$ cat config.mk
export PLATFORM = sky130hd
export DESIGN_NAME = ogt_ctrl
export DESIGN_NICKNAME = d
export VERILOG_FILES = /design/src/design/ogt_pkg.sv /design/src/design/ogt_ctrl.sv
export SDC_FILE = /design/constraint.sdc
export NUM_CORES = 1
export LEC_CHECK = 0
export ABC_AREA = 0
export BUFFER_PORTS_ARGS = -buffer_cell sky130_fd_sc_hd__buf_2
export CAP_MARGIN = 0
export CORE_AREA = 2 2 39 41
export DETAILED_ROUTE_END_ITERATION = 8
export DIE_AREA = 0 0 41 43
export PLACE_DENSITY = 0.69
export SYNTH_ARGS = -nofsm -noshare
export SYNTH_HDL_FRONTEND = slang
export SYNTH_SLANG_ARGS = --single-unit
$ cat constraint.sdc
create_clock -name clk_i -period 1.45 [get_ports clk_i]
set_input_delay 0.2175 -clock clk_i [delete_from_list [all_inputs] [get_ports clk_i]]
set_output_delay 0.2175 -clock clk_i [all_outputs]
set_load 0.03 [all_outputs]
$ cat src/design/ogt_pkg.sv
// ----------------------------------------------------------------------------
// ogt_pkg
// types and codes shared by the order gateway tracker modules
// ----------------------------------------------------------------------------
package ogt_pkg;

  // transaction kinds
  typedef enum logic [1:0] {
    MODE_ENTER    = 2'd0,
    MODE_ACCEPTED = 2'd1,
    MODE_EXECUTED = 2'd2,
    MODE_REJECTED = 2'd3
  } mode_e;

  // result status codes
  typedef enum logic [2:0] {
    STATUS_OK         = 3'd0,
    STATUS_ZERO_QTY   = 3'd1,
    STATUS_ZERO_PRICE = 3'd2,
    STATUS_RATE       = 3'd3,
    STATUS_FULL       = 3'd4,
    STATUS_UNKNOWN    = 3'd5
  } status_e;

  // tracked order states
  typedef enum logic [2:0] {
    OST_PENDING  = 3'd0,
    OST_ACCEPTED = 3'd1,
    OST_PARTIAL  = 3'd2,
    OST_FILLED   = 3'd3,
    OST_REJECTED = 3'd4
  } ostate_e;

  // controller states
  typedef enum logic [2:0] {
    ST_IDLE,
    ST_EVAL,
    ST_SCAN,
    ST_DRAIN,
    ST_UPDATE,
    ST_RESP
  } fsm_e;

  // register map index
  localparam logic REG_RATE_LIMIT = 1'b0;
  localparam logic REG_TRACKING   = 1'b1;

  localparam logic [31:0] RATE_LIMIT_RST = 32'd1000;

  // one tracking table entry
  typedef struct packed {
    logic [63:0] token_high;
    logic [47:0] token_low;
    logic [2:0]  ostate;
    logic [31:0] remaining;
    logic [31:0] executed;
  } entry_t;

  // controller to datapath
  typedef struct packed {
    logic load;
    logic eval;
    logic rd_en;
    logic update;
  } ctrl_cmd_t;

  // datapath to controller
  typedef struct packed {
    logic need_scan;
  } dp_sts_t;

endpackage

$ cat src/design/ogt_ctrl.sv
// ----------------------------------------------------------------------------
// ogt_ctrl
// sequencer: accept, check, table scan, update, result handshake
// ----------------------------------------------------------------------------
module ogt_ctrl #(
  parameter int unsigned TABLE_ENTRIES = 64
) (
  input  logic                             clk_i,
  input  logic                             rst_ni,
  input  logic                             in_valid_i,
  output logic                             in_ready_o,
  output logic                             out_valid_o,
  input  logic                             out_ready_i,
  input  ogt_pkg::dp_sts_t                 sts_i,
  output ogt_pkg::ctrl_cmd_t               cmd_o,
  output logic [$clog2(TABLE_ENTRIES)-1:0] rd_addr_o
);
  import ogt_pkg::*;

  localparam int unsigned AW = $clog2(TABLE_ENTRIES);
  localparam logic [AW-1:0] LAST_IDX = AW'(TABLE_ENTRIES - 1);

  fsm_e          state_q, state_d;
  logic [AW-1:0] idx_q, idx_d;

  // next state
  always_comb begin
    state_d = state_q;
    case (state_q)
      ST_IDLE:   if (in_valid_i) state_d = ST_EVAL;
      ST_EVAL:   state_d = sts_i.need_scan ? ST_SCAN : ST_RESP;
      ST_SCAN:   if (idx_q == LAST_IDX) state_d = ST_DRAIN;
      ST_DRAIN:  state_d = ST_UPDATE;
      ST_UPDATE: state_d = ST_RESP;
      ST_RESP:   if (out_ready_i) state_d = ST_IDLE;
      default:   state_d = ST_IDLE;
    endcase
  end

  // outputs and scan address
  always_comb begin
    cmd_o       = '0;
    in_ready_o  = 1'b0;
    out_valid_o = 1'b0;
    idx_d       = idx_q;
    case (state_q)
      ST_IDLE: begin
        in_ready_o = 1'b1;
        cmd_o.load = in_valid_i;
      end
      ST_EVAL: begin
        cmd_o.eval = 1'b1;
        idx_d      = '0;
      end
      ST_SCAN: begin
        cmd_o.rd_en = 1'b1;
        idx_d       = idx_q + 1'b1;
      end
      ST_UPDATE: cmd_o.update = 1'b1;
      ST_RESP:   out_valid_o = 1'b1;
      default:   cmd_o = '0;
    endcase
  end

  assign rd_addr_o = idx_q;

  always_ff @(posedge clk_i or negedge rst_ni) begin
    if (!rst_ni) begin
      state_q <= ST_IDLE;
      idx_q   <= '0;
    end else begin
      state_q <= state_d;
      idx_q   <= idx_d;
    end
  end

endmodule

======== After elaboration in Yosys (flattened, before gate mapping) ========
Cells that the tools add are included.
word-level totals
  register bits after elaboration ......... 9
  bits in latches ......................... 0
  RAM bits ................................ 0
  bits in read-only memories .............. 0
  output and inout bits ................... 12
  memories ................................ 0
cells by class
  add/subtract/negate cells ............... 1
  multipliers ............................. 0
  divide/modulo/power cells ............... 0
  order comparisons ....................... 0
  equality and inequality tests ........... 9
  shifts and indexed selects .............. 0
  mux-type cells .......................... 12
  bitwise gates (word level) .............. 0
  reduce and logical (&&, ||, !) cells .... 3
operators with widths
  operator             number
  $pmux 3 s6           1
  $mux 3               4
  $pmux 6 s2           1
  $add 6x1->6 const B  1
  $eq 3x2->1 const B   2
  $eq 3x3->1 const B   2
  $eq 6x6->1 const B   1
  $mux 1               6
  $ne 2x2->1 const B   3
  $eq 3x1->1 const B   1
  $logic_not 3->1      1
  $reduce_and 3->1     1
  $reduce_bool 2->1    1

======== Longest topological paths before layout ========
  depth in word-level cells ............... 3
  gate-level depth with buffers ........... 5

======== Worst setup path before layout ========
OpenSTA, ideal clock, no wires.
  path kind ............................... register to output
  from .................................... register state_q[2]
  to ...................................... output port cmd_o[3] (netlist name)
  arrival time ............................ 1.713 ns
  setup slack ............................. -0.481 ns
  cell stages (with the launch flop) ...... 4
  buffers on the path ..................... 1
  cell sequence ........................... dfrtp_1 -> buf_2 -> nor3_1 -> and2_1
RTL lines
  element                   line            RTL
  start: declaration        ogt_ctrl.sv:23  fsm_e state_q, state_d;
  start signal: assignment  ogt_ctrl.sv:72  state_q <= state_d;
  end: declaration          ogt_ctrl.sv:15  output ogt_pkg::ctrl_cmd_t cmd_o,

==> reports/metrics.cfg <==
[timing]
grt_setup_unrepaired=yes
clock_skew_ns=0.00663
finalHoldViolations=0
final_max_slew_viol_count=0
finalSetupViolations=2
fin_crit_ns=1.47
slew_headroom=0.776
fin_crit_sh=1.01
layout_setup_ws_ns=-0.0192
hold_ws_ns=0.241
clock.fmax_ghz=0.681
worst_slew_pin_slew_ns=0.332

[setup_path]
required_ns=1.23
end_kind=output pin
cp_max_fo=5
worstPathArrival_ns=1.25
start_kind=register
worstSetupPathType=reg -> out

[layout]
post-route-util=0.621
n_antenna_cell=0
fillers=110
layout-drive-gt1-share=0.457
fin_cells=110
area_growth_pct=47.4
final_nets=101

[flow_run]
drv_cap=0

[synthesis]
synth_ff_type=dfrtp_1
netlist_instances=66
yosysSeqAreaShare=0.386
syn_nets=72
synth_edf_count=0
yosysMostFrequentCell=dfrtp_1
async_reset_ff_frac=1.00
synth_cell_type_count=28
netlist.area_leader.share=0.386
yosys_warnings=0
synth_area_leader_cell=dfrtp_1
synth_area_um2=583
synthTopCellsByArea=dfrtp_1 39%, a21oi_1 5.2%, o21ai_0 5.2%, buf_2 3.4%, and2_1 3.2%
postSynthAreaPerCell_um2=8.83
yosys-top-cells-count=9 x dfrtp_1, 6 x a21oi_1, 6 x o21ai_0, 4 x buf_2, 4 x nor2_1
ys_seq_elements=9

[run_status]
violations=negative setup slack
status=finished with violations

[clocking]
clk_latency_ns=0.26
cts_max_path_buffers=2
cts-htree-levels=1
cts_buffers=3
cts_sinks=9
cts-root-buf=clkbuf_4
clkSlewWorstSetupHoldPaths_ns=0.06
cts_tree=built

[global_routing]
grt_pass1_wl_um=2280
grt_max_degree=12
grt_use_met1=0.253
use_met2=0.269
grt_usage=0.192
busiest_layer=met2
grt-ovfl-total=0
use_met3=0.0785
first_global_vias=530
antenna_found_initial=0

[pwr]
power_density_nw_per_um2=2270
power_mw=1.95
power_frac_seq=0.248
intPower_mw=1.05
clkPwrFrac=0.100
pwr-share-comb=0.651
sw_frac_of_total=0.462
p_sw_mw=0.902
ir_drop_mv=1.39
leakagePower_nw=0.406

[placed_design]
dpl.hpwl_um=945
gp_congestion=0.800
port_buffers=16
dp_cells=98

[floorplanning]
core_area_um2=1380
io_pins=17
die_area_um2=1760
row_count=14
die_x_um=41
initial_utilization=0.421
die_y_um=43

[route]
routed_wirelength_um=1510
firstDrtPassIters=5
ant_nets=0
drc=0
initialDrtViolationCount=15
num_vias=596
wl_per_cell_um=13.7
vias_per_cell=5.42

[min_path]
hold_path_class=in -> reg

[path summary, 6_finish.rpt]
check,cells past startpoint,end,startpoint,slack (ns)
worst max-delay path,4,cmd_o[3],state_q[0],-0.02
worst min-delay path,3,state_q[1],sts_i,0.24
worst max register to register,5,rd_addr_o[2],state_q[2],0.09
worst min register to register,1,rd_addr_o[5],rd_addr_o[5],0.52
max in group asynchronous,2,state_q[1],rst_ni,0.91
min in group asynchronous,2,rd_addr_o[3],rst_ni,0.34
[state kept, by name, indices dropped and copies added, names as in the netlist]
register,cells
state_q,3
rd_addr_o,6
[metrics by stage]
stage          cell area, um2  TNS, ns  setup WS, ns
6_report                  860  -0.0344       -0.0192
3_3_place_gp              706        0         0.123
5_1_grt                   860   -0.221       -0.0775
2_1_floorplan             596  -0.0205      -0.00963
4_1_cts                   815  -0.0116       -0.0116
3_5_place_dp              706        0        0.0769
[cells by family after synthesis]
| group | share of synthesized area |
|---|---|
| flops | 0.386 |
| simple gates | 0.264 |
| buf+inv | 0.0665 |
| compound gates | 0.245 |
| fa+ha+maj | 0.0215 |
| mux | 0.0172 |
[power groups by stage]
stage / clock network [mW] / registers (mW) / logic (mW)
2_1_floorplan: 0 / 0.451 / 0.714
3_3_place_gp: 0 / 0.473 / 0.921
3_5_place_dp: 0 / 0.480 / 0.930
4_1_cts: 0.199 / 0.462 / 1.14
5_1_grt: 0.217 / 0.491 / 1.38
6_report: 0.196 / 0.485 / 1.27
[final cells by class]
class                   count  area [um2]  share of cell area
clock buffers               4        26.3              0.0306
flip-flops and latches      9         229               0.266
well taps                  16        20.0              0.0233
repair buffers             29         213               0.247
inverters                   3        11.3              0.0131
multi-input cells          49         360               0.419
[routing by layer]
metal  vias up  part of all wire  wire length, um
met2        14              0.48              730
met3         2             0.039               59
li1        304                 -                -
met1       276              0.47              710
met5         -                 0                0
met4         0            0.0066               10
[worst max-delay path: stages (launching register included)]
cell     delay, ns
dfrtp_2       0.45
buf_6         0.14
nor3_4        0.11
and2_4        0.16
buf_6         0.12
[repair_timing]
action | 4_1_cts | 5_1_grt
pin swaps | 4 | 0
gates resized for setup | 13 | 11
hold buffers | 1 | 0
hold endpoints to repair | 9 | 0
buffers inserted | 6 | 1
setup endpoints to repair | 6 | 8
cloned | 0 | 0
[placed cells by master (no fill, tap or decap), drive strengths merged, types with 2 or more instances in the layout]
cell type  netlist  final
a21oi            6      6
a22oi            2      2
a31oi            2      2
a41oi            2      2
and2             3      3
and3             2      2
buf              5     27
clkbuf           0      5
dfrtp            9      9
inv              3      3
nor2             4      4
nor2b            2      2
nor3             3      3
nor3b            3      3
nor4b            2      2
o21ai            9      9
Note: power is estimated with default switching activity, not from simulation.
